<file path="src/design/srrw_pkg.sv">
package srrw_pkg;

    localparam int WINDOW    = 4;   // power of two: slot index is the low bits of seq
    localparam int SEQ_BITS  = 16;
    localparam int SLOT_BITS = $clog2(WINDOW);
    localparam int TAG_BITS  = 32;
    localparam int CHK_BITS  = 8;

    localparam logic [SEQ_BITS-1:0] SEQ_MAX = {SEQ_BITS{1'b1}};

    localparam logic KIND_ACK     = 1'b0;
    localparam logic KIND_DELIVER = 1'b1;

    typedef struct packed {
        logic [SEQ_BITS-1:0]        seq_no;
        logic                       final_packet;
        logic [TAG_BITS-1:0]        payload_tag;
        logic signed [CHK_BITS-1:0] payload_check;
    } request_t;

    typedef struct packed {
        logic                       kind;
        logic [SEQ_BITS-1:0]        out_seq;
        logic signed [CHK_BITS-1:0] ack_check;
        logic [TAG_BITS-1:0]        out_tag;
        logic                       file_done;
        logic                       run_end;
    } result_t;

    typedef struct packed {
        logic latch;
        logic eval;
        logic drain;
    } cmd_t;

    typedef struct packed {
        logic in_win;
        logic is_base;
        logic session_over;
        logic drain_last;
    } status_t;

    typedef enum logic [2:0] {
        ST_IDLE  = 3'b001,
        ST_EVAL  = 3'b010,
        ST_DRAIN = 3'b100
    } state_t;

endpackage

</file>
<file path="src/design/srrw_ctrl.sv">
module srrw_ctrl
    import srrw_pkg::*;
(
    input  logic    clk,
    input  logic    rst_n,
    input  logic    start,
    input  status_t status,
    output cmd_t    cmd,
    output logic    busy
);

    state_t state_reg;
    state_t state_next;

    always_ff @(posedge clk or negedge rst_n)
    begin
        if (!rst_n)
        begin
            state_reg <= ST_IDLE;
        end
        else
        begin
            state_reg <= state_next;
        end
    end

    always_comb
    begin
        state_next = state_reg;
        cmd        = '0;
        case (state_reg)
            ST_IDLE:
            begin
                if (start)
                begin
                    cmd.latch  = 1'b1;
                    state_next = ST_EVAL;
                end
            end
            ST_EVAL:
            begin
                cmd.eval = 1'b1;
                if (!status.session_over && status.in_win && status.is_base)
                begin
                    state_next = ST_DRAIN;
                end
                else
                begin
                    state_next = ST_IDLE;
                end
            end
            ST_DRAIN:
            begin
                cmd.drain = 1'b1;
                if (status.drain_last)
                begin
                    state_next = ST_IDLE;
                end
            end
            default:
            begin
                state_next = ST_IDLE;
            end
        endcase
    end

    assign busy = (state_reg != ST_IDLE);

endmodule

</file>
<file path="src/design/srrw_dp.sv">
module srrw_dp
    import srrw_pkg::*;
(
    input  logic     clk,
    input  logic     rst_n,
    input  request_t request,
    input  cmd_t     cmd,
    output status_t  status,
    output logic     result_strobe,
    output result_t  result
);

    request_t               req_reg;
    logic [SEQ_BITS-1:0]    base_reg;
    logic [WINDOW-1:0]      held_reg;
    logic                   over_reg;
    logic [SLOT_BITS-1:0]   cnt_reg;
    logic [TAG_BITS-1:0]    slot_handle_reg [WINDOW];
    logic                   slot_final_reg  [WINDOW];
    logic                   strobe_reg;
    result_t                result_reg;

    logic [SEQ_BITS:0]      seq_ext;
    logic [SEQ_BITS:0]      base_ext;
    logic [SEQ_BITS:0]      low_ext;
    logic                   in_win;
    logic                   dup;
    logic                   is_base;
    logic [SLOT_BITS-1:0]   seq_slot;
    logic [SLOT_BITS-1:0]   cur_slot;
    logic [SLOT_BITS-1:0]   nxt_slot;
    logic [TAG_BITS-1:0]    cur_handle;
    logic                   cur_final;
    logic                   drain_last;

    assign seq_ext  = {1'b0, req_reg.seq_no};
    assign base_ext = {1'b0, base_reg};
    assign low_ext  = (base_ext >= (SEQ_BITS+1)'(WINDOW)) ?
                      (base_ext - (SEQ_BITS+1)'(WINDOW)) : '0;
    assign in_win   = (seq_ext >= base_ext) && (seq_ext < base_ext + (SEQ_BITS+1)'(WINDOW));
    assign dup      = (seq_ext < base_ext) && (seq_ext >= low_ext);
    assign is_base  = (req_reg.seq_no == base_reg);
    assign seq_slot = req_reg.seq_no[SLOT_BITS-1:0];

    assign cur_slot   = base_reg[SLOT_BITS-1:0];
    assign nxt_slot   = cur_slot + SLOT_BITS'(1);
    assign cur_handle = slot_handle_reg[cur_slot];
    assign cur_final  = slot_final_reg[cur_slot];

    // last delivery: final packet, top seq or end of held run
    assign drain_last = cur_final || (base_reg == SEQ_MAX)
                     || (cnt_reg == SLOT_BITS'(WINDOW - 1))
                     || !(held_reg[nxt_slot] && (nxt_slot != cur_slot));

    assign status.in_win       = in_win;
    assign status.is_base      = is_base;
    assign status.session_over = over_reg;
    assign status.drain_last   = drain_last;

    always_ff @(posedge clk)
    begin
        if (cmd.latch)
        begin
            req_reg <= request;
        end
        if (cmd.eval && !over_reg && in_win && !held_reg[seq_slot])
        begin
            slot_handle_reg[seq_slot] <= req_reg.payload_tag;
            slot_final_reg[seq_slot]  <= req_reg.final_packet;
        end
    end

    always_ff @(posedge clk or negedge rst_n)
    begin
        if (!rst_n)
        begin
            base_reg <= '0;
            held_reg <= '0;
            over_reg <= 1'b0;
            cnt_reg  <= '0;
        end
        else if (cmd.eval)
        begin
            cnt_reg <= '0;
            if (!over_reg && in_win)
            begin
                held_reg[seq_slot] <= 1'b1;
            end
        end
        else if (cmd.drain)
        begin
            held_reg[cur_slot] <= 1'b0;
            cnt_reg            <= cnt_reg + SLOT_BITS'(1);
            if (cur_final)
            begin
                over_reg <= 1'b1;
            end
            else if (base_reg != SEQ_MAX)
            begin
                base_reg <= base_reg + SEQ_BITS'(1);
            end
        end
    end

    always_ff @(posedge clk or negedge rst_n)
    begin
        if (!rst_n)
        begin
            strobe_reg <= 1'b0;
        end
        else
        begin
            strobe_reg <= (cmd.eval && !over_reg && (in_win || dup)) || cmd.drain;
        end
    end

    always_ff @(posedge clk)
    begin
        if (cmd.eval)
        begin
            result_reg.kind      <= KIND_ACK;
            result_reg.out_seq   <= req_reg.seq_no;
            result_reg.ack_check <= req_reg.payload_check;
            result_reg.out_tag   <= '0;
            result_reg.file_done <= 1'b0;
            result_reg.run_end   <= !(in_win && is_base);
        end
        else if (cmd.drain)
        begin
            result_reg.kind      <= KIND_DELIVER;
            result_reg.out_seq   <= base_reg;
            result_reg.ack_check <= '0;
            result_reg.out_tag   <= cur_handle;
            result_reg.file_done <= cur_final;
            result_reg.run_end   <= drain_last;
        end
    end

    assign result_strobe = strobe_reg;
    assign result        = result_reg;

endmodule

</file>
<file path="src/design/selective_repeat_receive_window.sv">
// Channel   Handshake            Payload     Notes
// request   start / busy         request_t   taken when start && !busy
// result    result_strobe        result_t    strobe marks each result, no back-pressure
//
// A request is latched, then evaluated; when it fills the window base the
// drain loop follows with one in-order delivery per held slot, at most
// WINDOW, reading one held slot per cycle. Results are registered.
// Reset clears window base, held flags and the session flag; no clearing pass.
// Results cannot be stalled; once the session is over requests yield nothing.
module selective_repeat_receive_window
    import srrw_pkg::*;
(
    input  logic     clk,
    input  logic     rst_n,
    input  logic     start,
    output logic     busy,
    input  request_t request,
    output logic     result_strobe,
    output result_t  result
);

    cmd_t    cmd;
    status_t status;

    srrw_ctrl u_ctrl (
        .clk    (clk),
        .rst_n  (rst_n),
        .start  (start),
        .status (status),
        .cmd    (cmd),
        .busy   (busy)
    );

    srrw_dp u_dp (
        .clk           (clk),
        .rst_n         (rst_n),
        .request       (request),
        .cmd           (cmd),
        .status        (status),
        .result_strobe (result_strobe),
        .result        (result)
    );

endmodule

</file>
<file path="config.mk">
export PLATFORM = sky130hd
export DESIGN_NAME = selective_repeat_receive_window
export DESIGN_NICKNAME = d
export VERILOG_FILES = /design/src/design/srrw_pkg.sv /design/src/design/srrw_ctrl.sv /design/src/design/srrw_dp.sv /design/src/design/selective_repeat_receive_window.sv
export SDC_FILE = /design/constraint.sdc
export NUM_CORES = 1
export LEC_CHECK = 0
export BUFFER_PORTS_ARGS = -buffer_cell sky130_fd_sc_hd__buf_4
export CAP_MARGIN = 20
export CORE_MARGIN = 4
export CORE_UTILIZATION = 60
export DETAILED_ROUTE_END_ITERATION = 8
export GPL_ROUTABILITY_DRIVEN = 0
export PLACE_DENSITY = 0.87
export RECOVER_POWER = 100
export SLEW_MARGIN = 20
export SYNTH_ARGS = -nofsm -noshare
export SYNTH_HDL_FRONTEND = slang
export SYNTH_SLANG_ARGS = --single-unit
</file>
<file path="constraint.sdc">
create_clock -name clk -period 17.77 [get_ports clk]
set_clock_uncertainty 0.2 [all_clocks]
set_input_delay 0.8885 -clock clk [delete_from_list [all_inputs] [get_ports clk]]
set_output_delay 0.8885 -clock clk [all_outputs]
set_load 0.05 [all_outputs]
</file>
==> results.cfg <==
[min_path]
hold_class = reg2reg
min-delay-start = u_dp.result[1]$_SDFFE_PP0P_
hold_path_end = u_dp.result[1]$_SDFFE_PP0P_
min_path_cells = 2

[logic_synthesis]
synth_top_family_by_area = simple AND/OR/NAND/NOR gates
synth-xor-area-share_pct = 2.83
post-synth-top-area-fraction_pct = 56.0
syn_nets = 898
syn_area_per_cell_um2 = 14.6
ys_seq_area_share_pct = 67.9
muxShareOfSynthArea_pct = 6.85
synth_area_leaders = edfxtp_1, mux4_2, dfxtp_1
synth_area_um2 = 11500
synthAdderAreaFrac_pct = 5.89
syn_inst = 784
synthFlopType = edfxtp_1
synth_largest_area_cell = edfxtp_1
synth_edf_count = 214
synth.yosys.warnings = 0
yosys.area_share.simple_pct = 9.04
ys_ff_latch = 275
async_flop_share_pct = 9.82
synth-compound-area-share_pct = 5.38
yosys.cell_types.count = 55

[route]
first_pass_iters = 5
drc = 0
drt_iter0_drc = 525
vias_per_cell = 6.00
wl_per_cell_um = 22.0
ant_nets = 0
wl_um = 25600
num_vias = 6974

[clock_tree]
path_clk_slew_ns = 0.06
ctsRootBufferMaster = clkbuf_16
postCtsSetupRepairBufs = 0
clock_sinks = 275
htree_levels = 1
postCtsResizedCells = 0
postCtsHoldBufs = 0
numCtsBuffers = 27
tritoncts = yes
clock_latency_ns = 0.55
cts_buffer_depth = 3

[power]
p_leak_nw = 4.58
total_power_mw = 1.38
power.density_nw_per_um2 = 104
vdd_drop_max_mv = 0.0952

[grt]
antenna_found_initial = 0
grt_pass1_vias = 7281
grt_overflow_total = 0
grt_max_degree = 50
grtUsageTotal_pct = 24.0
grt_pass1_wl_um = 40200

[final_layout]
fin_nets = 1022
drive_gt1_share_pct = 15.9
antenna_cells = 0
mostFrequentLayoutCell = edfxtp_1
final_cell_mix = edfxtp_1, nand2_1, clkbuf_1
syn_to_final_growth_pct = 15.7
largest_register_ffs = 128

[setup_path]
crit_top_cell = clkbuf_1
rr_endpoint = u_dp.slot_handle_reg[0][26]$_DFFE_PP_
path_buf_inv = 2
crit_path_end_kind = flip-flop
cp.required_ns = 17.71
crit_fanout = 38
path_cells = clkbuf_1 -> ha_1 -> nand2b_1 -> a21oi_1 -> o2111ai_1 -> a31oi_1 -> a2111o_1 -> nor4b_1 -> clkbuf_1
arrival_ns = 6.98
r2r_slack_ns = 10.72
reg2reg_depth = 9
critPathKind = reg2reg
r2r_start = u_dp.base_reg[0]$_DFFE_PN0P_
slowest_stage = clkbuf_1
cpPeakStageDelay_ns = 2.17
cp-start-kind = flip-flop
cp_top_family = buffers and inverters

[timing]
setup-tns-final_ns = 0
maxSlewHeadroom_pct = -104
hold_viol = 0
fin_crit_sh_pct = 39.7
fin_crit_ns = 7.05
rsz0062_at_grt = false
drv_slew = 308
setup_viol = 0
max_freq_mhz = 142
worst_pin_slew_ns = 3.07

[floorplan]
core_um2 = 18800
io_pins = 121
die_x_um = 146
die_h_um = 146
die_area_um2 = 21400
fp-row-count = 50
initial_utilization_pct = 61.1

[run_status]
status = finished, violations left
violations = capacitance limit, slew limit

[placed_design]
io_buffers = 120
hpwl_um = 15800

[run]
maxCapViolCount = 9
-- how the worst max path moves through the flow --
| stage | from | endpoint | depth (start not counted) |
|---|---|---|---|
| finish | u_dp.base_reg[0]$_DFFE_PN0P_ | u_dp.slot_handle_reg[0][26]$_DFFE_PP_ | 9 |
| floorplan | u_dp.base_reg[2]$_DFFE_PN0P_ | u_dp.slot_final_reg[0]$_DFFE_PP_ | 14 |
| detailed placement | u_dp.base_reg[2]$_DFFE_PN0P_ | u_dp.slot_handle_reg[0][14]$_DFFE_PP_ | 14 |
| global route | u_dp.base_reg[0]$_DFFE_PN0P_ | u_dp.slot_handle_reg[0][6]$_DFFE_PP_ | 9 |
| global placement | u_dp.base_reg[2]$_DFFE_PN0P_ | u_dp.slot_handle_reg[0][0]$_DFFE_PP_ | 14 |
| CTS | u_dp.base_reg[2]$_DFFE_PN0P_ | u_dp.slot_handle_reg[0][6]$_DFFE_PP_ | 14 |
-- metal layers --
metal / track usage, % / part of all wire [%]
met5: 0 / 0
met4: 9.08 / 3.3
met3: 4.31 / 7.5
met2: 39.8 / 49
met1: 32.1 / 40
-- kinds of logic (layout without fill, tap and decap cells) --
family,Yosys count,after routing
DFF,275,275
and+or+nand+nor,222,222
AOI/OAI and AO/OA,103,103
buffers and inverters,57,202
adders and majority gates,54,54
xor gates and xnor gates,37,37
muxes,36,36
-- area by class of cell --
cell class | instances | area [um2]
Sequential cell | 275 | 7780
Fill cell | 1213 | 5500
Multi-Input combinational cell | 452 | 3430
Clock buffer | 33 | 738
Timing Repair Buffer | 129 | 722
Tap cell | 234 | 293
Clock inverter | 17 | 213
Inverter | 23 | 86.3
-- cells in the mapped netlist (2+ instances only) --
library cell,count
clkbuf_1,20
nor3_1,9
o21ai_0,24
a21oi_1,46
nand4_1,11
a21o_1,4
o31ai_1,5
o22ai_1,2
ha_1,54
buf_4,3
nor3_2,2
buf_2,9
nand2_1,130
inv_1,22
xnor2_1,36
and3_1,10
a211oi_1,4
nor3b_1,3
nand3_1,12
nor4b_1,2
nor4_1,7
or3_1,2
dfrtp_1,26
mux4_2,34
nor2_1,19
dfxtp_1,34
mux2i_1,2
a31oi_1,3
and2_1,4
edfxtp_1,214
nand2b_1,4
a22o_1,4
-- stage by stage --
| stage | std cells | hold WS, ns | setup WS, ns | instance area (um2) | utilization (%) |
|---|---|---|---|---|---|
| 4_1_cts | 1162 | 0.0552 | 12.72 | 13600 | 72.2 |
| 5_1_grt | 1163 | 0.268 | 9.89 | 13300 | 70.7 |
| 3_5_place_dp | 1112 | 0.239 | 12.74 | 12600 | 67.1 |
| 3_3_place_gp | 1112 | 0.235 | 12.92 | 12600 | 67.1 |
| 2_1_floorplan | 784 | 0.259 | 10.73 | 11500 | - |
| 6_report | 1163 | 0.245 | 10.72 | 13300 | 70.7 |
-- worst reg2reg max path, delay by kind of cell, from the launching register on --
kind / cells / cell delay (ns)
fa+ha+maj: 1 / 0.40
flops: 1 / 0.34
buf+inv: 2 / 3.51
compound gates: 4 / 0.90
simple gates: 2 / 1.31
-- power by group --
part	leakage, nW	switching, mW	internal [mW]	total [mW]
logic	1.53	0.0371	0.0201	0.0572
registers	2.59	0.0134	0.714	0.727
clock network	0.460	0.242	0.356	0.597
total	4.58	0.292	1.09	1.38
(Power assumes the default switching activity.)
